File: src/rtl/sbpf_pkg.sv
// shared types, constants and crc function for the servo bus packet framer
`timescale 1ns / 1ps
package sbpf_pkg;

	// servo count range and field widths
	localparam int MAX_SERVOS     = 5;
	localparam int NUM_SERVOS_DEF = 5;
	localparam int SERVO_W        = 3;
	localparam int POS_W          = 12;
	localparam int HEAD_W         = 4;

	// op codes of a request
	localparam logic [1:0] OP_POS_SYNC  = 2'd0;
	localparam logic [1:0] OP_READ      = 2'd1;
	localparam logic [1:0] OP_BYTE_SYNC = 2'd2;
	localparam logic [1:0] OP_NONE      = 2'd3;

	// packet bytes
	localparam logic [7:0] ID_OFFSET_RST   = 8'd11;
	localparam logic [7:0] HDR_SYNC        = 8'hFF;
	localparam logic [7:0] HDR_FD          = 8'hFD;
	localparam logic [7:0] BCAST_ID        = 8'hFE;
	localparam logic [7:0] INST_SYNC_WRITE = 8'h83;
	localparam logic [7:0] INST_READ       = 8'h02;
	localparam logic [7:0] ADDR_GOAL       = 8'd116;
	localparam logic [7:0] LEN_READ        = 8'd7;
	localparam logic [7:0] DATA_LEN_WORD   = 8'd4;
	localparam logic [7:0] DATA_LEN_BYTE   = 8'd1;
	localparam logic [15:0] CRC_POLY       = 16'h8005;

	// last header step (bytes 0..11 before any per-servo data)
	localparam logic [HEAD_W-1:0] HEAD_LAST = 4'd11;
	// last per-servo field of each sync write
	localparam logic [2:0] POS_FIELD_LAST  = 3'd4;
	localparam logic [2:0] BYTE_FIELD_LAST = 3'd1;

	typedef enum logic [3:0] {
		SEL_SYNC,
		SEL_FD,
		SEL_ZERO,
		SEL_ID,
		SEL_LEN,
		SEL_INST,
		SEL_ADDR,
		SEL_DLEN,
		SEL_SERVO_ID,
		SEL_POS_LO,
		SEL_POS_HI,
		SEL_VALUE,
		SEL_CRC_LO,
		SEL_CRC_HI
	} byte_sel_t;

	typedef enum logic [2:0] {
		ST_IDLE,
		ST_HEAD,
		ST_BODY,
		ST_CRC_LO,
		ST_CRC_HI
	} state_t;

	typedef struct packed {
		logic               start;
		logic               load;
		byte_sel_t          sel;
		logic [1:0]         kind;
		logic [SERVO_W-1:0] servo;
	} dp_cmd_t;

	typedef struct packed {
		logic slot_free;
	} dp_stat_t;

	// crc-16, poly 0x8005, msb first, one byte
	function automatic logic [15:0] crc_byte(input logic [15:0] crc_in, input logic [7:0] b);
		logic [15:0] c;
		c = crc_in ^ {b, 8'h00};
		for (int k = 0; k < 8; k++) begin
			if (c[15]) begin
				c = {c[14:0], 1'b0} ^ CRC_POLY;
			end else begin
				c = {c[14:0], 1'b0};
			end
		end
		return c;
	endfunction

endpackage

File: src/rtl/sbpf_ctrl.sv
// packet sequencer state machine for the servo bus packet framer
`timescale 1ns / 1ps
module sbpf_ctrl #(
	parameter int NUM_SERVOS = sbpf_pkg::NUM_SERVOS_DEF
) (
	input  logic              clk,
	input  logic              arst_n,
	input  logic              in_valid,
	input  logic [1:0]        op,
	output logic              in_ready,
	input  sbpf_pkg::dp_stat_t stat,
	output sbpf_pkg::dp_cmd_t  cmd
);

	localparam logic [sbpf_pkg::SERVO_W-1:0] LAST_SERVO = sbpf_pkg::SERVO_W'(NUM_SERVOS - 1);

	sbpf_pkg::state_t                 state_q, state_d;
	logic [sbpf_pkg::HEAD_W-1:0]      step_q, step_d;
	logic [sbpf_pkg::SERVO_W-1:0]     servo_q, servo_d;
	logic [2:0]                       field_q, field_d;
	logic [1:0]                       kind_q, kind_d;
	sbpf_pkg::byte_sel_t              head_sel, body_sel;
	logic                             last_field;

	always_ff @(posedge clk or negedge arst_n) begin
		if (!arst_n) begin
			state_q <= sbpf_pkg::ST_IDLE;
			step_q  <= '0;
			servo_q <= '0;
			field_q <= '0;
			kind_q  <= sbpf_pkg::OP_POS_SYNC;
		end else begin
			state_q <= state_d;
			step_q  <= step_d;
			servo_q <= servo_d;
			field_q <= field_d;
			kind_q  <= kind_d;
		end
	end

	// header byte order
	always_comb begin
		case (step_q)
			4'd0, 4'd1: head_sel = sbpf_pkg::SEL_SYNC;
			4'd2:       head_sel = sbpf_pkg::SEL_FD;
			4'd4:       head_sel = sbpf_pkg::SEL_ID;
			4'd5:       head_sel = sbpf_pkg::SEL_LEN;
			4'd7:       head_sel = sbpf_pkg::SEL_INST;
			4'd8:       head_sel = sbpf_pkg::SEL_ADDR;
			4'd10:      head_sel = sbpf_pkg::SEL_DLEN;
			default:    head_sel = sbpf_pkg::SEL_ZERO;
		endcase
	end

	// per-servo byte order
	always_comb begin
		case (field_q)
			3'd0:    body_sel = sbpf_pkg::SEL_SERVO_ID;
			3'd1:    body_sel = (kind_q == sbpf_pkg::OP_POS_SYNC) ? sbpf_pkg::SEL_POS_LO
			                                                    : sbpf_pkg::SEL_VALUE;
			3'd2:    body_sel = sbpf_pkg::SEL_POS_HI;
			default: body_sel = sbpf_pkg::SEL_ZERO;
		endcase
	end

	assign last_field = (kind_q == sbpf_pkg::OP_POS_SYNC) ?
	                    (field_q == sbpf_pkg::POS_FIELD_LAST) :
	                    (field_q == sbpf_pkg::BYTE_FIELD_LAST);

	always_comb begin
		state_d   = state_q;
		step_d    = step_q;
		servo_d   = servo_q;
		field_d   = field_q;
		kind_d    = kind_q;
		in_ready  = 1'b0;
		cmd.start = 1'b0;
		cmd.load  = 1'b0;
		cmd.sel   = sbpf_pkg::SEL_ZERO;
		cmd.kind  = kind_q;
		cmd.servo = servo_q;
		case (state_q)
			sbpf_pkg::ST_IDLE: begin
				in_ready = 1'b1;
				if (in_valid && (op != sbpf_pkg::OP_NONE)) begin
					cmd.start = 1'b1;
					kind_d    = op;
					step_d    = '0;
					state_d   = sbpf_pkg::ST_HEAD;
				end
			end
			sbpf_pkg::ST_HEAD: begin
				if (stat.slot_free) begin
					cmd.load = 1'b1;
					cmd.sel  = head_sel;
					if (step_q == sbpf_pkg::HEAD_LAST) begin
						servo_d = '0;
						field_d = '0;
						state_d = (kind_q == sbpf_pkg::OP_READ) ? sbpf_pkg::ST_CRC_LO
						                                        : sbpf_pkg::ST_BODY;
					end else begin
						step_d = step_q + 1'b1;
					end
				end
			end
			sbpf_pkg::ST_BODY: begin
				if (stat.slot_free) begin
					cmd.load = 1'b1;
					cmd.sel  = body_sel;
					if (last_field) begin
						field_d = '0;
						if (servo_q == LAST_SERVO) begin
							state_d = sbpf_pkg::ST_CRC_LO;
						end else begin
							servo_d = servo_q + 1'b1;
						end
					end else begin
						field_d = field_q + 1'b1;
					end
				end
			end
			sbpf_pkg::ST_CRC_LO: begin
				if (stat.slot_free) begin
					cmd.load = 1'b1;
					cmd.sel  = sbpf_pkg::SEL_CRC_LO;
					state_d  = sbpf_pkg::ST_CRC_HI;
				end
			end
			sbpf_pkg::ST_CRC_HI: begin
				// the next request may start while the final byte goes out
				in_ready = stat.slot_free;
				if (stat.slot_free) begin
					cmd.load = 1'b1;
					cmd.sel  = sbpf_pkg::SEL_CRC_HI;
					state_d  = sbpf_pkg::ST_IDLE;
					if (in_valid && (op != sbpf_pkg::OP_NONE)) begin
						cmd.start = 1'b1;
						kind_d    = op;
						step_d    = '0;
						state_d   = sbpf_pkg::ST_HEAD;
					end
				end
			end
			default: begin
				state_d = sbpf_pkg::ST_IDLE;
			end
		endcase
	end

endmodule

File: src/rtl/sbpf_dp.sv
// operand latches, byte select, crc and output register of the servo bus packet framer
`timescale 1ns / 1ps
module sbpf_dp #(
	parameter int NUM_SERVOS = sbpf_pkg::NUM_SERVOS_DEF
) (
	input  logic                      clk,
	input  logic                      arst_n,
	input  logic                      cfg_valid,
	input  logic [7:0]                cfg_data,
	input  sbpf_pkg::dp_cmd_t         cmd,
	output sbpf_pkg::dp_stat_t        stat,
	input  logic [sbpf_pkg::POS_W-1:0] pos_in [sbpf_pkg::MAX_SERVOS],
	input  logic [2:0]                servo_index,
	input  logic [7:0]                reg_address,
	input  logic [7:0]                byte_value,
	input  logic                      out_ready,
	output logic                      out_valid,
	output logic [7:0]                out_byte,
	output logic                      last_byte
);

	localparam int         SRV_IDX_W = (NUM_SERVOS > 1) ? $clog2(NUM_SERVOS) : 1;
	localparam logic [7:0] LEN_POS   = 8'(7 + 5 * NUM_SERVOS);
	localparam logic [7:0] LEN_BYTE  = 8'(7 + 2 * NUM_SERVOS);

	logic [7:0]                 id_offset_q;
	logic [15:0]                crc_q;
	logic                       out_valid_q;
	logic [7:0]                 out_byte_q;
	logic                       last_q;
	logic [sbpf_pkg::POS_W-1:0] pos_q [NUM_SERVOS];
	logic [7:0]                 addr_q;
	logic [7:0]                 value_q;
	logic [2:0]                 servo_q;
	logic [sbpf_pkg::POS_W-1:0] pos_cur;
	logic [7:0]                 next_byte;
	logic                       slot_free;

	assign slot_free      = !out_valid_q || out_ready;
	assign stat.slot_free = slot_free;
	assign pos_cur        = pos_q[cmd.servo[SRV_IDX_W-1:0]];

	always_comb begin
		case (cmd.sel)
			sbpf_pkg::SEL_SYNC:     next_byte = sbpf_pkg::HDR_SYNC;
			sbpf_pkg::SEL_FD:       next_byte = sbpf_pkg::HDR_FD;
			sbpf_pkg::SEL_ID:       next_byte = (cmd.kind == sbpf_pkg::OP_READ) ?
			                                    (8'(servo_q) + id_offset_q) : sbpf_pkg::BCAST_ID;
			sbpf_pkg::SEL_LEN: begin
				case (cmd.kind)
					sbpf_pkg::OP_POS_SYNC: next_byte = LEN_POS;
					sbpf_pkg::OP_READ:     next_byte = sbpf_pkg::LEN_READ;
					default:               next_byte = LEN_BYTE;
				endcase
			end
			sbpf_pkg::SEL_INST:     next_byte = (cmd.kind == sbpf_pkg::OP_READ) ?
			                                    sbpf_pkg::INST_READ : sbpf_pkg::INST_SYNC_WRITE;
			sbpf_pkg::SEL_ADDR:     next_byte = (cmd.kind == sbpf_pkg::OP_POS_SYNC) ?
			                                    sbpf_pkg::ADDR_GOAL : addr_q;
			sbpf_pkg::SEL_DLEN:     next_byte = (cmd.kind == sbpf_pkg::OP_BYTE_SYNC) ?
			                                    sbpf_pkg::DATA_LEN_BYTE : sbpf_pkg::DATA_LEN_WORD;
			sbpf_pkg::SEL_SERVO_ID: next_byte = 8'(cmd.servo) + id_offset_q;
			sbpf_pkg::SEL_POS_LO:   next_byte = pos_cur[7:0];
			sbpf_pkg::SEL_POS_HI:   next_byte = 8'(pos_cur[sbpf_pkg::POS_W-1:8]);
			sbpf_pkg::SEL_VALUE:    next_byte = value_q;
			sbpf_pkg::SEL_CRC_LO:   next_byte = crc_q[7:0];
			sbpf_pkg::SEL_CRC_HI:   next_byte = crc_q[15:8];
			default:                next_byte = 8'h00;
		endcase
	end

	// config register, crc and output valid
	always_ff @(posedge clk or negedge arst_n) begin
		if (!arst_n) begin
			id_offset_q <= sbpf_pkg::ID_OFFSET_RST;
			crc_q       <= '0;
			out_valid_q <= 1'b0;
		end else begin
			if (cfg_valid) begin
				id_offset_q <= cfg_data;
			end
			if (cmd.start) begin
				crc_q <= '0;
			end else if (cmd.load && (cmd.sel != sbpf_pkg::SEL_CRC_LO) &&
			             (cmd.sel != sbpf_pkg::SEL_CRC_HI)) begin
				crc_q <= sbpf_pkg::crc_byte(crc_q, next_byte);
			end
			if (cmd.load) begin
				out_valid_q <= 1'b1;
			end else if (out_ready) begin
				out_valid_q <= 1'b0;
			end
		end
	end

	// payload registers
	always_ff @(posedge clk) begin
		if (cmd.load) begin
			out_byte_q <= next_byte;
			last_q     <= (cmd.sel == sbpf_pkg::SEL_CRC_HI);
		end
		if (cmd.start) begin
			for (int i = 0; i < NUM_SERVOS; i++) begin
				pos_q[i] <= pos_in[i];
			end
			addr_q  <= reg_address;
			value_q <= byte_value;
			servo_q <= servo_index;
		end
	end

	assign out_valid = out_valid_q;
	assign out_byte  = out_byte_q;
	assign last_byte = last_q;

endmodule

File: src/rtl/servo_bus_packet_framer.sv
// servo bus protocol-2 packet framer, top level
//
// in channel (in_valid/in_ready): one request per packet; op selects a goal
//   position sync write (op 0), a four-byte read request (op 1) or a one-byte
//   sync write of byte_value to every servo (op 2). op 3 is taken and dropped.
// out channel (out_valid/out_ready): the packet, one byte per transfer, with
//   last_byte set on the crc high byte that closes it.
// cfg channel (cfg_valid/cfg_ready): writes id_offset, always ready; write it
//   only between packets.
// packet sizes: op 0 is 14 + 5*NUM_SERVOS bytes, op 1 is 14, op 2 is
//   14 + 2*NUM_SERVOS. crc-16 (poly 0x8005, init 0) trails, low byte first.
// the first header byte is loaded in the header state that follows the request.
// throughput: one byte per cycle from the output register while out_ready
//   holds high; the next request is taken in the cycle the crc high byte is
//   loaded, so back-to-back packets follow with no gap.
// the sequencer holds in_ready low while it walks a packet; a stalled receiver
//   simply freezes the sequencer, and the held byte stays on out.
// reset (arst_n low) drops any packet in flight, clears out_valid (out_byte
//   and last_byte are not reset) and sets id_offset back to 11.
`timescale 1ns / 1ps
module servo_bus_packet_framer #(
	parameter int NUM_SERVOS = sbpf_pkg::NUM_SERVOS_DEF
) (
	input  logic        clk,
	input  logic        arst_n,
	// config
	input  logic        cfg_valid,
	output logic        cfg_ready,
	input  logic [7:0]  cfg_data,
	// requests
	input  logic        in_valid,
	output logic        in_ready,
	input  logic [1:0]  op,
	input  logic [11:0] position_0,
	input  logic [11:0] position_1,
	input  logic [11:0] position_2,
	input  logic [11:0] position_3,
	input  logic [11:0] position_4,
	input  logic [2:0]  servo_index,
	input  logic [7:0]  reg_address,
	input  logic [7:0]  byte_value,
	// packet bytes
	output logic        out_valid,
	input  logic        out_ready,
	output logic [7:0]  out_byte,
	output logic        last_byte
);

	sbpf_pkg::dp_cmd_t          cmd;
	sbpf_pkg::dp_stat_t         stat;
	logic [sbpf_pkg::POS_W-1:0] pos_in [sbpf_pkg::MAX_SERVOS];

	// id_offset is a plain register, never busy
	assign cfg_ready = 1'b1;

	assign pos_in[0] = position_0;
	assign pos_in[1] = position_1;
	assign pos_in[2] = position_2;
	assign pos_in[3] = position_3;
	assign pos_in[4] = position_4;

	// sequencer: walks header, per-servo data (sync writes only) and crc
	sbpf_ctrl #(
		.NUM_SERVOS(NUM_SERVOS)
	) u_ctrl (
		.clk      (clk),
		.arst_n   (arst_n),
		.in_valid (in_valid),
		.op       (op),
		.in_ready (in_ready),
		.stat     (stat),
		.cmd      (cmd)
	);

	// datapath: operand latches, byte mux, crc and output register
	sbpf_dp #(
		.NUM_SERVOS(NUM_SERVOS)
	) u_dp (
		.clk         (clk),
		.arst_n      (arst_n),
		.cfg_valid   (cfg_valid),
		.cfg_data    (cfg_data),
		.cmd         (cmd),
		.stat        (stat),
		.pos_in      (pos_in),
		.servo_index (servo_index),
		.reg_address (reg_address),
		.byte_value  (byte_value),
		.out_ready   (out_ready),
		.out_valid   (out_valid),
		.out_byte    (out_byte),
		.last_byte   (last_byte)
	);

endmodule

File: config.mk
export PLATFORM = sky130hd
export DESIGN_NAME = servo_bus_packet_framer
export DESIGN_NICKNAME = d
export VERILOG_FILES = /design/src/rtl/sbpf_pkg.sv /design/src/rtl/sbpf_ctrl.sv /design/src/rtl/sbpf_dp.sv /design/src/rtl/servo_bus_packet_framer.sv
export SDC_FILE = /design/constraint.sdc
export NUM_CORES = 1
export LEC_CHECK = 0
export BUFFER_PORTS_ARGS = -buffer_cell sky130_fd_sc_hd__buf_2
export CAP_MARGIN = 20
export CORE_ASPECT_RATIO = 1.25
export CORE_MARGIN = 8
export CORE_UTILIZATION = 50
export CTS_BUF_LIST = sky130_fd_sc_hd__clkbuf_2
export DETAILED_ROUTE_END_ITERATION = 8
export HOLD_SLACK_MARGIN = 0.1
export PLACE_DENSITY = 0.72
export RECOVER_POWER = 25
export REMOVE_ABC_BUFFERS = 1
export SYNTH_ARGS = -nofsm -noshare
export SYNTH_HDL_FRONTEND = slang
export SYNTH_SLANG_ARGS = --single-unit
export TNS_END_PERCENT = 1
File: constraint.sdc
create_clock -name clk -period 6.81 [get_ports clk]
set_input_delay 0.681 -clock clk [delete_from_list [all_inputs] [get_ports clk]]
set_output_delay 0.681 -clock clk [all_outputs]
set_load 0.01 [all_outputs]
==> impl_metrics.toml <==
[timing]
hold_viol_final = 0
maxSlewHeadroom_pct = 36.62
hold_ws_ps = 171.0
rsz0062_at_grt = "no"
fmax_mhz = 227.3
fin_setup_tns_ps = 0
fin_ws_ps = 2411
worst_pin_slew_ps = 950.6
finalClockSkew_ps = 31.30
fin_crit_sh_pct = 64.60
finalCriticalPeriod_ps = 4399
slew_violations = 0
setup_viol = 0

[clock_network]
ctsLongestPathBuffers = 2
cts-root-buf = "clkbuf_2"
htree_levels = 4
cts_resized = 0
cts_buffers = 17
clk_pin_slew_worst_paths_ps = 190
insertion_delay_ps = 700
cts_num_sinks = 128
tritoncts = "built"

[place]
dpl.hpwl_mm = 12.10
gp_congestion = 0.9045
io_buffers = 104
place_ws_ps = 2502

[worst_hold_path]
holdPathEnd = "u_dp.pos_q[4][7]"
hold_class = "in2reg"
min_from = "position_4[7]"
hold_depth = 1

[power_and_ir_drop]
cellPowerDensity_nw_per_um2 = 473.6
clock_power_share_pct = 11.9
p_int_uw = 2301
p_leak_uw = 0.003176
pwr-share-comb_pct = 56.3
switching_share_pct = 39.69
p_sw_uw = 1514
power_uw = 3815
pwr-share-seq_pct = 31.9
peakVddDrop_v = 0.0007146

[logic_synthesis]
post-synth-top-count-cell = "edfxtp_1"
yosysWarnings = 0
synthFlopType = "edfxtp_1"
async_reset_ff_share_pct = 31.25
synthCells = 509
synth_area_per_cell_sq_um = 12.77
synth_cell_types = 74
synth_area_leader_cell = "edfxtp_1"
synth-seq-cells = 128
synthTopCellsByArea = "edfxtp_1, dfrtp_1, mux4_2, ha_1, xor2_1"
yosysTopAreaCellShare_pct = 40.67
syn_area_sq_um = 6497
synthTopCellsByCount = "edfxtp_1, nand2_1, dfrtp_1, o21ai_0, nor2_1"
synth_enable_flop_cells = 88
synth_seq_area_share_pct = 56.13

[floorplan]
die-area_sq_um = 16920
start_util_pct = 51.08
fp.dieH_um = 143.5
die_x_um = 118.0
core_area_sq_um = 12720
row_count = 46
io_pins = 106

[drt]
antenna_left = 0
drt_iter0_drc = 253
wire_per_inst_um = 19.75
via_per_inst = 5.606
via_count = 4838
dr.pass1.iters = 5
finalWirelength_mm = 17.04
drc = 0

[setup_path]
cpMaxStageDelayCell = "o211a_1"
cpMostUsedCell = "o211a_1"
critical_path.cell_chain = "inv_1 -> ha_1 -> or3b_2 -> a21oi_1 -> o211a_1 -> nand2_1 -> o211a_1 -> or4_1 -> xor2_1 -> xor3_2 -> xnor3_1 -> a22o_1"
path_delay_family = "compound AO/OA/AOI/OAI gates"
arrival_ps = 4990
r2r_start = "u_ctrl.step_q[0]"
critPathMaxFanout = 18
start_kind = "register"
end_kind = "register"
worstPathRequired_ps = 7400
cpPeakStageDelay_ps = 600
crit_type = "reg2reg"
timing.rr.end = "u_dp.crc_q[0]"
critPathBufInv = 1
reg2reg_depth = 12
r2r_slack_ps = 2410

[layout]
layout-drive-gt1-share_pct = 26.95
area_growth_pct = 23.97
fin_nets = 792
utilization_pct = 63.33

[global_routing]
gr-total-overflow = 0
grt_max_degree = 81
grt_pass1_wl_mm = 26.70
grtUsageTotal_pct = 20.41
antenna_found_initial = 1
grt_pass1_vias = 5073

[flow_run]
cap_violations = 0

[run_status]
outcome = "completed"
## worst max-delay path by stage
| stage | start | endpoint | slack (ps) | cells after the start |
|---|---|---|---|---|
| after floorplan | out_ready | u_dp.crc_q[0] | -100 | 5 |
| after global placement | u_ctrl.field_q[0] | u_dp.crc_q[0] | 2600 | 11 |
| after detailed placement | u_ctrl.field_q[0] | u_dp.crc_q[0] | 2500 | 11 |
| after CTS | u_ctrl.step_q[0] | u_dp.crc_q[0] | 2440 | 12 |
| after global routing | u_ctrl.step_q[0] | u_dp.crc_q[0] | 2160 | 12 |
| final | u_ctrl.step_q[0] | u_dp.crc_q[0] | 2410 | 12 |
## logic make-up after synthesis
kind of cell    Yosys count  share of synthesized area [%]
flops                   128                          56.13
mux                      34                          7.818
fa+ha+maj                17                          3.505
other cells               1                        0.05771
compound gates          125                          13.29
simple gates            128                          10.34
xor+xnor                 36                          6.181
buf+inv                  40                          2.677
## registers in the layout, indices dropped and copies added, names as in the netlist
register,flops
u_ctrl.servo_q,3
u_ctrl.step_q,4
u_dp.crc_q,16
u_dp.out_byte,8
u_dp.out_valid,1
u_dp.addr_q,8
u_dp.id_offset_q,8
u_dp.value_q,8
u_ctrl.state_q,3
u_ctrl.kind_q,2
u_dp.last_byte,1
u_dp.pos_q,60
u_ctrl.field_q,3
u_dp.servo_q,3
## power by group through the flow
| stage | logic (uW) | clock network (uW) | registers [uW] |
|---|---|---|---|
| finish | 2150 | 454 | 1210 |
| global placement | 2080 | 0 | 1220 |
| global route | 2330 | 495 | 1240 |
| detailed placement | 2120 | 0 | 1230 |
| floorplan | 1580 | 0 | 1230 |
| CTS | 2150 | 465 | 1220 |
## per-stage QoR
step                      instances  area [sq um]
after global placement          765          7182
after detailed placement        766          7187
after global routing            863          8055
after CTS                       857          8009
final                           863          8055
after floorplan                 485          6384
## placed cells by master, fill, tap and decap left out, drive strengths merged, types with 7 or more instances in the layout
| cell | netlist | layout |
|---|---|---|
| a211oi | 8 | 8 |
| a21oi | 22 | 22 |
| a22o | 7 | 7 |
| a22oi | 7 | 7 |
| buf | 11 | 111 |
| clkbuf | 13 | 21 |
| clkinv | 0 | 7 |
| dfrtp | 37 | 37 |
| dlygate4sd3 | 0 | 63 |
| edfxtp | 88 | 88 |
| ha | 15 | 15 |
| inv | 16 | 18 |
| mux2 | 14 | 14 |
| mux2i | 8 | 8 |
| mux4 | 12 | 12 |
| nand2 | 40 | 40 |
| nand3 | 9 | 9 |
| nor2 | 25 | 25 |
| nor2b | 9 | 9 |
| nor3 | 9 | 9 |
| o2111ai | 7 | 7 |
| o211ai | 8 | 8 |
| o21ai | 32 | 32 |
| xnor2 | 10 | 10 |
| xor2 | 21 | 21 |
## routing by layer
layer | up-vias | GRT usage (%) | part of all wire, %
met5 | - | 0 | 0
met4 | 0 | 11.01 | 3.1
met3 | 40 | 5.614 | 6.2
met2 | 171 | 35.02 | 51
met1 | 2342 | 22.84 | 40
li1 | 2285 | - | -
## final cells by class
class                      instances  area, sq um
antenna                            1        2.502
multi-input combinational        341         2684
fill                             985         4664
inverter                          16        60.06
timing repair buffer             177         1220
clock inverter                    14        141.4
sequential                       128         3647
tap                              168        210.2
clock buffer                      18        90.09
## worst reg2reg max path: stages (launching register included)
cell     delay (ps)
dfrtp_1         500
inv_1           100
ha_1            230
or3b_2          440
a21oi_1         380
o211a_1         600
nand2_1         110
o211a_1         140
or4_1           560
xor2_1          320
xor3_2          390
xnor3_1         350
a22o_1          180
## timing repair
item,CTS,global route
hold buffers,59,4
buffers inserted,0,0
endpoints found under the hold margin,89,4
Note: power is estimated with default switching activity, not from simulation.
